===== src/rtl/rzsm_pkg.sv =====
// Shared types, constants and the quarter-wave sine table for the Z rotation block.
`default_nettype none

package rzsm_pkg;

    localparam int unsigned MagW         = 16;
    localparam int unsigned ColorW       = 8;
    localparam int unsigned CoefW        = 11;
    localparam int unsigned AngleW       = 7;
    localparam int unsigned ReducedW     = 5;
    localparam int unsigned QShift       = 10;
    localparam int unsigned ProdW        = MagW + CoefW;
    localparam int unsigned DataW        = 64;

    localparam int unsigned AngleSteps   = 72;
    localparam int unsigned HalfSteps    = 36;
    localparam int unsigned ThreeQSteps  = 54;
    localparam int unsigned QuarterSteps = 18;
    localparam int unsigned QOne         = 1024;

    typedef logic [CoefW-1:0] coef_q_t;

    // Sine and cosine of the configured angle, reduced to the first quadrant.
    typedef struct packed {
        coef_q_t sin_q;
        coef_q_t cos_q;
        logic    s_neg;
        logic    c_neg;
    } rot_coef_t;

    // One point in sign-magnitude form, with its colour tag.
    typedef struct packed {
        logic [MagW-1:0]   x_mag;
        logic              x_neg;
        logic [MagW-1:0]   y_mag;
        logic              y_neg;
        logic [MagW-1:0]   z_mag;
        logic              z_neg;
        logic [ColorW-1:0] color;
    } point_t;

    // One sign-magnitude value.
    typedef struct packed {
        logic [MagW-1:0] mag;
        logic            neg;
    } sm_t;

    // The four product terms of the rotation, plus the pass-through fields.
    typedef struct packed {
        sm_t               xc;
        sm_t               ys;
        sm_t               xs;
        sm_t               yc;
        sm_t               z;
        logic [ColorW-1:0] color;
    } terms_t;

    // Q10 sine for reduced steps of 5 degrees, 0 to 90 degrees.
    function automatic coef_q_t quarter_wave(input logic [ReducedW-1:0] r);
        coef_q_t v;
        unique case (r)
            5'd0:    v = 11'd0;
            5'd1:    v = 11'd89;
            5'd2:    v = 11'd178;
            5'd3:    v = 11'd265;
            5'd4:    v = 11'd350;
            5'd5:    v = 11'd433;
            5'd6:    v = 11'd512;
            5'd7:    v = 11'd587;
            5'd8:    v = 11'd658;
            5'd9:    v = 11'd724;
            5'd10:   v = 11'd784;
            5'd11:   v = 11'd839;
            5'd12:   v = 11'd887;
            5'd13:   v = 11'd928;
            5'd14:   v = 11'd962;
            5'd15:   v = 11'd989;
            5'd16:   v = 11'd1008;
            5'd17:   v = 11'd1020;
            5'd18:   v = 11'd1024;
            default: v = 11'd0;
        endcase
        return v;
    endfunction

endpackage

`default_nettype wire


===== src/rtl/rzsm_coef.sv =====
// Angle register: reduces the written angle to a quadrant and holds sine and cosine.
`default_nettype none

module rzsm_coef (
    input  wire logic                         aclk,
    input  wire logic                         aresetn,
    input  wire logic                         cfg_valid,
    output logic                              cfg_ready,
    input  wire logic [rzsm_pkg::AngleW-1:0]  cfg_data,
    output rzsm_pkg::rot_coef_t               coef
);
    import rzsm_pkg::*;

    rot_coef_t               coef_reg;
    rot_coef_t               coef_next;
    logic [AngleW-1:0]       angle_wrapped;
    logic [AngleW-1:0]       reduced;
    logic [ReducedW-1:0]     r;
    logic                    s_neg;
    logic                    c_neg;

    assign cfg_ready = 1'b1;

    // Fold the angle into one turn, then into the first quadrant.
    always_comb begin
        if (cfg_data >= AngleW'(AngleSteps)) begin
            angle_wrapped = cfg_data - AngleW'(AngleSteps);
        end else begin
            angle_wrapped = cfg_data;
        end
        priority if (angle_wrapped >= AngleW'(ThreeQSteps)) begin
            s_neg   = 1'b1;
            c_neg   = 1'b0;
            reduced = AngleW'(AngleSteps) - angle_wrapped;
        end else if (angle_wrapped >= AngleW'(HalfSteps)) begin
            s_neg   = 1'b1;
            c_neg   = 1'b1;
            reduced = angle_wrapped - AngleW'(HalfSteps);
        end else if (angle_wrapped > AngleW'(QuarterSteps)) begin
            s_neg   = 1'b0;
            c_neg   = 1'b1;
            reduced = AngleW'(HalfSteps) - angle_wrapped;
        end else begin
            s_neg   = 1'b0;
            c_neg   = 1'b0;
            reduced = angle_wrapped;
        end
        r = reduced[ReducedW-1:0];
        coef_next.sin_q = quarter_wave(r);
        coef_next.cos_q = quarter_wave(ReducedW'(QuarterSteps) - r);
        coef_next.s_neg = s_neg;
        coef_next.c_neg = c_neg;
    end

    // Coefficients are captured on each write; reset gives angle zero.
    always_ff @(posedge aclk) begin
        if (!aresetn) begin
            coef_reg.sin_q <= '0;
            coef_reg.cos_q <= CoefW'(QOne);
            coef_reg.s_neg <= 1'b0;
            coef_reg.c_neg <= 1'b0;
        end else if (cfg_valid && cfg_ready) begin
            coef_reg <= coef_next;
        end
    end

    assign coef = coef_reg;

    // Any quarter-wave pair sums to at least one in Q10.
    a_coef_sum: assert property (@(posedge aclk) disable iff (!aresetn)
        (CoefW + 1)'(coef_reg.sin_q) + (CoefW + 1)'(coef_reg.cos_q) >= (CoefW + 1)'(QOne))
        else $error("sine and cosine too small");

    // Neither coefficient exceeds one.
    a_coef_range: assert property (@(posedge aclk) disable iff (!aresetn)
        coef_reg.sin_q <= CoefW'(QOne) && coef_reg.cos_q <= CoefW'(QOne))
        else $error("coefficient above one");

    // A write of angle zero gives the identity rotation.
    a_zero_angle: assert property (@(posedge aclk) disable iff (!aresetn)
        (cfg_valid && cfg_ready && cfg_data == '0) |=>
        (coef_reg.sin_q == '0 && coef_reg.cos_q == CoefW'(QOne)
         && !coef_reg.s_neg && !coef_reg.c_neg))
        else $error("angle zero is not identity");

endmodule

`default_nettype wire


===== src/rtl/rzsm_mult.sv =====
// Product stage: four Q10 products with their signs, registered.
`default_nettype none

module rzsm_mult (
    input  wire logic                 aclk,
    input  wire logic                 aresetn,
    input  wire rzsm_pkg::rot_coef_t  coef,
    input  wire logic                 in_valid,
    output logic                      in_ready,
    input  wire rzsm_pkg::point_t     in_pt,
    output logic                      out_valid,
    input  wire logic                 out_ready,
    output rzsm_pkg::terms_t          out_terms
);
    import rzsm_pkg::*;

    logic             valid_reg;
    terms_t           terms_reg;
    terms_t           terms_next;
    logic [ProdW-1:0] p_xc;
    logic [ProdW-1:0] p_ys;
    logic [ProdW-1:0] p_xs;
    logic [ProdW-1:0] p_yc;

    assign in_ready = !valid_reg || out_ready;

    // Products truncated by the Q10 shift; the sign of each is the XOR of its operands, inverted for the y-sine term.
    always_comb begin
        p_xc = ProdW'(in_pt.x_mag) * ProdW'(coef.cos_q);
        p_ys = ProdW'(in_pt.y_mag) * ProdW'(coef.sin_q);
        p_xs = ProdW'(in_pt.x_mag) * ProdW'(coef.sin_q);
        p_yc = ProdW'(in_pt.y_mag) * ProdW'(coef.cos_q);
        terms_next.xc.mag = p_xc[QShift+MagW-1:QShift];
        terms_next.xc.neg = coef.c_neg ^ in_pt.x_neg;
        terms_next.ys.mag = p_ys[QShift+MagW-1:QShift];
        terms_next.ys.neg = ~(coef.s_neg ^ in_pt.y_neg);
        terms_next.xs.mag = p_xs[QShift+MagW-1:QShift];
        terms_next.xs.neg = coef.s_neg ^ in_pt.x_neg;
        terms_next.yc.mag = p_yc[QShift+MagW-1:QShift];
        terms_next.yc.neg = coef.c_neg ^ in_pt.y_neg;
        terms_next.z.mag  = in_pt.z_mag;
        terms_next.z.neg  = in_pt.z_neg;
        terms_next.color  = in_pt.color;
    end

    always_ff @(posedge aclk) begin
        if (!aresetn) begin
            valid_reg <= 1'b0;
        end else if (in_ready) begin
            valid_reg <= in_valid;
        end
    end

    always_ff @(posedge aclk) begin
        if (in_valid && in_ready) begin
            terms_reg <= terms_next;
        end
    end

    assign out_valid = valid_reg;
    assign out_terms = terms_reg;

endmodule

`default_nettype wire


===== src/rtl/rzsm_combine.sv =====
// Sum stage: sign-magnitude addition of the term pairs into the output register.
`default_nettype none

module rzsm_combine (
    input  wire logic                 aclk,
    input  wire logic                 aresetn,
    input  wire logic                 in_valid,
    output logic                      in_ready,
    input  wire rzsm_pkg::terms_t     in_terms,
    output logic                      out_valid,
    input  wire logic                 out_ready,
    output rzsm_pkg::point_t          out_pt
);
    import rzsm_pkg::*;

    logic   valid_reg;
    point_t pt_reg;
    point_t pt_next;
    sm_t    rx;
    sm_t    ry;

    // Equal signs add and wrap; otherwise the larger keeps its sign, ties keep the first.
    function automatic sm_t sm_add(input sm_t a, input sm_t b);
        sm_t o;
        if (a.neg == b.neg) begin
            o.neg = a.neg;
            o.mag = a.mag + b.mag;
        end else if (a.mag >= b.mag) begin
            o.neg = a.neg;
            o.mag = a.mag - b.mag;
        end else begin
            o.neg = b.neg;
            o.mag = b.mag - a.mag;
        end
        return o;
    endfunction

    assign in_ready = !valid_reg || out_ready;

    always_comb begin
        rx = sm_add(in_terms.xc, in_terms.ys);
        ry = sm_add(in_terms.xs, in_terms.yc);
        pt_next.x_mag = rx.mag;
        pt_next.x_neg = rx.neg;
        pt_next.y_mag = ry.mag;
        pt_next.y_neg = ry.neg;
        pt_next.z_mag = in_terms.z.mag;
        pt_next.z_neg = in_terms.z.neg;
        pt_next.color = in_terms.color;
    end

    always_ff @(posedge aclk) begin
        if (!aresetn) begin
            valid_reg <= 1'b0;
        end else if (in_ready) begin
            valid_reg <= in_valid;
        end
    end

    always_ff @(posedge aclk) begin
        if (in_valid && in_ready) begin
            pt_reg <= pt_next;
        end
    end

    assign out_valid = valid_reg;
    assign out_pt    = pt_reg;

    // A taken request always shows up in the output register next cycle.
    a_take_valid: assert property (@(posedge aclk) disable iff (!aresetn)
        (in_valid && in_ready) |=> valid_reg)
        else $error("accepted request lost");

    // Terms of equal sign give that sign to the x result.
    a_same_sign: assert property (@(posedge aclk) disable iff (!aresetn)
        (in_valid && in_ready && in_terms.xc.neg == in_terms.ys.neg) |=>
        (pt_reg.x_neg == $past(in_terms.xc.neg)))
        else $error("x result sign wrong");

endmodule

`default_nettype wire


===== src/rtl/rotate_z_sign_magnitude.sv =====
// Top level of the Z-axis rotation of sign-magnitude points.
//
// Points arrive on the s_ stream channel and rotated points leave on the m_
// stream channel, one result request for every input request, in order.
// The angle is written on the cfg_ channel in steps of 5 degrees; values from
// 72 up are taken modulo 72. A write applies to every point that enters the
// product stage after the write is registered. A write must be made only
// while no point is in flight; the block itself does not enforce this. The
// pipeline has three register stages: input capture, the four Q10 products,
// and the sign-magnitude sums held in the output register, which a point
// passes in that order; one point can be accepted every cycle while m_tready
// does not stall. Each stage holds its contents while the stage after it is
// full and stalled, so a stall on m_tready fills empty stages first and only
// then drops s_tready; nothing is lost or repeated. Reset empties every stage
// and sets the angle to zero. The cfg_ channel is always ready.
`default_nettype none

module rotate_z_sign_magnitude (
    input  wire logic                          aclk,
    input  wire logic                          aresetn,
    // angle configuration
    input  wire logic                          cfg_valid,
    output logic                               cfg_ready,
    input  wire logic [rzsm_pkg::AngleW-1:0]   cfg_data,
    // input points
    input  wire logic                          s_tvalid,
    output logic                               s_tready,
    // s_tdata, low bit up: x_mag[15:0], x_neg, y_mag[15:0], y_neg,
    // z_mag[15:0], z_neg, color[7:0], zero fill to 64 bits
    input  wire logic [rzsm_pkg::DataW-1:0]    s_tdata,
    // rotated points
    output logic                               m_tvalid,
    input  wire logic                          m_tready,
    // m_tdata, low bit up: rx_mag[15:0], rx_neg, ry_mag[15:0], ry_neg,
    // rz_mag[15:0], rz_neg, color_out[7:0], zero fill to 64 bits
    output logic [rzsm_pkg::DataW-1:0]         m_tdata
);
    import rzsm_pkg::*;

    localparam int unsigned PtW = 3 * (MagW + 1) + ColorW;

    rot_coef_t coef;
    logic      in_valid_reg;
    point_t    in_pt_reg;
    point_t    in_pt_next;
    logic      mult_in_ready;
    logic      mult_valid;
    logic      comb_in_ready;
    terms_t    mult_terms;
    point_t    out_pt;

    rzsm_coef u_coef (
        .aclk      (aclk),
        .aresetn   (aresetn),
        .cfg_valid (cfg_valid),
        .cfg_ready (cfg_ready),
        .cfg_data  (cfg_data),
        .coef      (coef)
    );

    // Unpack the incoming request.
    always_comb begin
        in_pt_next.x_mag = s_tdata[15:0];
        in_pt_next.x_neg = s_tdata[16];
        in_pt_next.y_mag = s_tdata[32:17];
        in_pt_next.y_neg = s_tdata[33];
        in_pt_next.z_mag = s_tdata[49:34];
        in_pt_next.z_neg = s_tdata[50];
        in_pt_next.color = s_tdata[58:51];
    end

    assign s_tready = !in_valid_reg || mult_in_ready;

    // Input capture stage.
    always_ff @(posedge aclk) begin
        if (!aresetn) begin
            in_valid_reg <= 1'b0;
        end else if (s_tready) begin
            in_valid_reg <= s_tvalid;
        end
    end

    always_ff @(posedge aclk) begin
        if (s_tvalid && s_tready) begin
            in_pt_reg <= in_pt_next;
        end
    end

    rzsm_mult u_mult (
        .aclk      (aclk),
        .aresetn   (aresetn),
        .coef      (coef),
        .in_valid  (in_valid_reg),
        .in_ready  (mult_in_ready),
        .in_pt     (in_pt_reg),
        .out_valid (mult_valid),
        .out_ready (comb_in_ready),
        .out_terms (mult_terms)
    );

    rzsm_combine u_combine (
        .aclk      (aclk),
        .aresetn   (aresetn),
        .in_valid  (mult_valid),
        .in_ready  (comb_in_ready),
        .in_terms  (mult_terms),
        .out_valid (m_tvalid),
        .out_ready (m_tready),
        .out_pt    (out_pt)
    );

    // Pack the result request.
    assign m_tdata = {
        (DataW - PtW)'(0),
        out_pt.color,
        out_pt.z_neg,
        out_pt.z_mag,
        out_pt.y_neg,
        out_pt.y_mag,
        out_pt.x_neg,
        out_pt.x_mag
    };

endmodule

`default_nettype wire

===== config.mk =====
export PLATFORM = sky130hd
export DESIGN_NAME = rotate_z_sign_magnitude
export DESIGN_NICKNAME = d
export VERILOG_FILES = /design/src/rtl/rzsm_pkg.sv /design/src/rtl/rzsm_coef.sv /design/src/rtl/rzsm_mult.sv /design/src/rtl/rzsm_combine.sv /design/src/rtl/rotate_z_sign_magnitude.sv
export SDC_FILE = /design/constraint.sdc
export NUM_CORES = 2
export LEC_CHECK = 0
export ABC_AREA = 1
export ABC_CLOCK_PERIOD_IN_PS = 7400
export BUFFER_PORTS_ARGS = -buffer_cell sky130_fd_sc_hd__clkbuf_2
export CORE_ASPECT_RATIO = 0.7
export CORE_UTILIZATION = 60
export DETAILED_ROUTE_END_ITERATION = 10
export PLACE_DENSITY_LB_ADDON = 0.3
export SKIP_CTS_REPAIR_TIMING = 1
export SYNTH_ARGS = -nofsm -noshare
export SYNTH_HDL_FRONTEND = slang
export SYNTH_SLANG_ARGS = --single-unit

===== constraint.sdc =====
create_clock -name aclk -period 7.4 [get_ports aclk]
set_input_delay 1.11 -clock aclk [delete_from_list [all_inputs] [get_ports aclk]]
set_output_delay 1.11 -clock aclk [all_outputs]
set_load 0.005 [all_outputs]

==> results.md <==
- Clock skew on the completed layout was measured at 0.02061 ns.
- The die span in x is 291.2 um.
- TritonCTS built the clock tree.
- The initial antenna violation count is 0.
- The average instance in the mapped netlist occupies 8.203 um^2.
- At the later pin of the worst-skew pair, clock insertion delay measures 0.58 ns.
- The first-pass GRT wire length is 140100 um.
- The count of input and output buffers is 131.
- The total number of nets in the final design is 5225.
- Derived from the worst setup path, the maximum achievable clock frequency is 161.4 MHz.
- The critical path is of the reg2reg type.
- On the worst path, the slowest cell contributes a delay of 1.10 ns.
- For this design the ratio of total power to cell area is 300.2 nW/um^2.
- The antenna violation net count after detailed routing is 0.
- Traced cell by cell, the critical path runs through nand2_1 > fa_1 > inv_1 > fa_1 > fa_1 > fa_1 > inv_1 > fa_1 > inv_1 > ha_1 > nand2_1 > nor2_1 > nand4_1 > o211ai_1 > nand3_1 > nand2_1 > nand3_1 > a21boi_0 > a21oi_1 > xor2_1.
- The placer's final routability congestion estimate is 0.9278.
- The count of maximum capacitance violations is 0.
- The initial core utilization is 61.33%.
- Counting flops with a built-in enable in the synthesized netlist gives 211.
- Of the synthesized area, sequential elements account for 19.58%.
- Among all flip-flop cells after synthesis, the most frequent one is edfxtp_1.
- At the pin with the least slew margin, the transition time is 1.161 ns.
- In this run the cell area of the synthesized design comes to 35120 um^2.
- STA classifies the critical path startpoint as a flop.
- For the worst setup path, the data arrival time is 6.51 ns.
- Setup repair after global routing left no endpoint under its margin.
- The leakage component of the power is 20.86 nW.
- The final hold violation count is 0.
- The average wire per cell in the routed design is 16.54 um.
- The longest clock path from root to sink contains 3 buffers.
- The via count of the first global-routing pass was 27870.
- The total setup violations reported at the end of the flow is 0.
- The instance area after placement is 36460 um^2.
- The routed layout has 27070 vias.
- Counting the buffers created by CTS gives 27.
- Final hold analysis gives a worst-case slack of 0.4138 ns.
- The largest net degree at the start of global routing is 64.
- The peak ir drop on the vdd network is 0.1918 mV.
- In the layout the commonest cells are inv_1 (1116), nand2_1 (1006), fa_1 (498).
- Clock-pin slew was measured on the worst setup and hold paths at 0.07 ns.
- The slowest stage of the critical path belongs to the cell edfxtp_1.
- The full die area is 59530 um^2.
- The Yosys step of the flow raised 0 warnings.
- The overall overflow remaining after global route is 0.
- The total I/O pin count is 143.
- The final instance area is 37340 um^2.
- Synthesis inferred 238 register bits.
- The proportion of register bits with asynchronous set or reset after synthesis is 0%.
- In the synthesized netlist, the number of instances is 4282.
- The sum of negative setup slack is 0 ns.
- After floorplanning, the core was divided into 73 placement rows.
- The root cell of the clock tree is clkbuf_16.
- The post-synthesis to final-layout area growth is 6.319%.
- Detailed placement finished with a half-perimeter wire length of 66370 um.
- The count of buffer and inverter cells on the critical path is 3.
- The number of antenna diodes in the final layout is 0.
- Dividing the final minimum period by the clock period gives 83.75%.
- The core region is 57270 um^2.
- In this design, the largest share of critical-path delay is due to adder cells.
- Wires add up to 84020 um.
- The worst hold-check path type is reg2reg.
- The most common cell after layout, fill and taps aside is inv_1.
- The clock net sink count is 238.
- The number of max-slew violations in the final report is 0.
- The fraction of final layout cells with drive strength greater than 1 is 6.834%.
- STA puts the critical path data required time at 7.72 ns.
- In the routed layout, each cell is associated on average with a via count of 5.328.
- Global routing used 29.47% of the available tracks.
- The worst setup path is captured at a flop.
- Counting stages on the worst path, the most repeated cell is fa_1.
- The number of flip-flops in the largest register is 93.
- The first-iteration detailed-routing DRC count is 2356.
- In this run the register-to-register setup slack is 1.20 ns.
- The final critical-path required period is 6.197 ns.
- The DRC violations left is 0.
- The y dimension of the die is 204.4 um.
- The run finished with clean final reports.
- The first-pass detailed-route iteration total is 6.
- CTS built an H-tree with a depth of 1.
- The number of different library cells in the post-synthesis netlist is 57.
- The highest fanout seen on the critical path is 22.
- The worst pin sits at a relative slew slack of 22.60%.
- The filler cells instantiated in the layout total 4753.
power breakdown:
| part | internal (mW) | total [mW] | switching, mW |
|---|---|---|---|
| Clock | 0.782 | 1.39 | 0.610 |
| Combinational | 2.80 | 7.56 | 4.77 |
| Sequential | 1.97 | 2.26 | 0.284 |
| Total | 5.55 | 11.2 | 5.66 |
cells in the mapped netlist, types with 7 or more instances:
cell	instances	area, um^2
inv_1	1118	4197
nand2_1	1006	3776
fa_1	498	9970
ha_1	339	4242
a21oi_1	224	1121
edfxtp_1	211	6336
o21ai_0	130	650.6
clkbuf_1	121	454.2
nor2_1	117	439.2
xor2_1	102	893.4
nand3_1	80	400.4
buf_1	51	191.4
dfxtp_1	27	540.5
xnor2_1	26	227.7
a21o_1	17	127.6
nor3_1	17	85.08
nand2_2	16	100.1
o21bai_1	15	112.6
buf_2	11	55.05
nand3_2	11	110.1
nand4_1	11	68.82
a31oi_1	10	62.56
o211ai_1	9	67.56
buf_4	8	60.06
inv_2	8	30.03
o21a_1	8	60.06
o21ai_1	8	40.04
a211oi_1	7	52.55
nand2_4	7	78.83
per-stage QoR:
stage | power, mW | worst slack (ns) | utilization [%] | std cells
floorplan | 7.813 | 2.103 | - | 4286
finish | 11.21 | 1.203 | 65.21 | 5081
detailed placement | 9.748 | 1.243 | 63.66 | 5033
global placement | 9.580 | 1.396 | 63.66 | 5033
CTS | 11.20 | 1.223 | 65.21 | 5081
global route | 12.42 | 0.7576 | 65.21 | 5081
worst reg2reg max path, cell delays in order, from the launching register on:
cell and delay [ns]:
edfxtp_1 1.10, nand2_1 0.18, fa_1 0.53, inv_1 0.06
fa_1 0.56, fa_1 0.43, fa_1 0.50, inv_1 0.05
fa_1 0.48, inv_1 0.04, ha_1 0.36, nand2_1 0.10
nor2_1 0.16, nand4_1 0.10, o211ai_1 0.31, nand3_1 0.11
nand2_1 0.12, nand3_1 0.13, a21boi_0 0.31, a21oi_1 0.13
xor2_1 0.18
final timing paths:
path	start	to	depth (start not counted)
setup / recovery	in_pt_reg[47]$_DFFE_PP_	u_mult.out_terms[90]$_DFFE_PP_	20
hold / removal	in_pt_reg[2]$_DFFE_PP_	u_mult.out_terms[2]$_DFFE_PP_	0
setup reg to reg	in_pt_reg[47]$_DFFE_PP_	u_mult.out_terms[90]$_DFFE_PP_	20
hold reg to reg	in_pt_reg[2]$_DFFE_PP_	u_mult.out_terms[2]$_DFFE_PP_	0
final cells by class:
| cell class | instances | area [um^2] | share of cell area, % |
|---|---|---|---|
| clock buffers | 29 | 683.2 | 1.829 |
| clock inverters | 19 | 205.2 | 0.5495 |
| inverters | 1129 | 4244 | 11.36 |
| multi-input cells | 2725 | 23240 | 62.23 |
| flip-flops and latches | 238 | 6879 | 18.42 |
| well taps | 750 | 938.4 | 2.513 |
| repair buffers | 191 | 1156 | 3.096 |
layer usage:
layer / vias to the layer above / share of wire [%] / wire length, um / track usage (%)
met3: 122 / 9.8 / 8215 / 5.611
met1: 12910 / 44 / 36590 / 41.55
met5: - / 0 / 0 / 0
met4: 0 / 3.1 / 2639 / 9.335
li1: 12860 / - / - / -
met2: 1186 / 44 / 36580 / 46.11
cell families (layout without fill, tap and decap cells):
logic type	Yosys count	count (layout)	synth area share, %
other	2	6	0.02138
DFF	238	238	19.58
buffers and inverters	1323	1368	14.34
AOI/OAI and AO/OA	463	463	7.338
xor gates and xnor gates	128	128	3.192
adders and majority gates	837	837	40.46
muxes	5	5	0.1425
and+or+nand+nor	1286	1286	14.93
(Power assumes the default switching activity.)
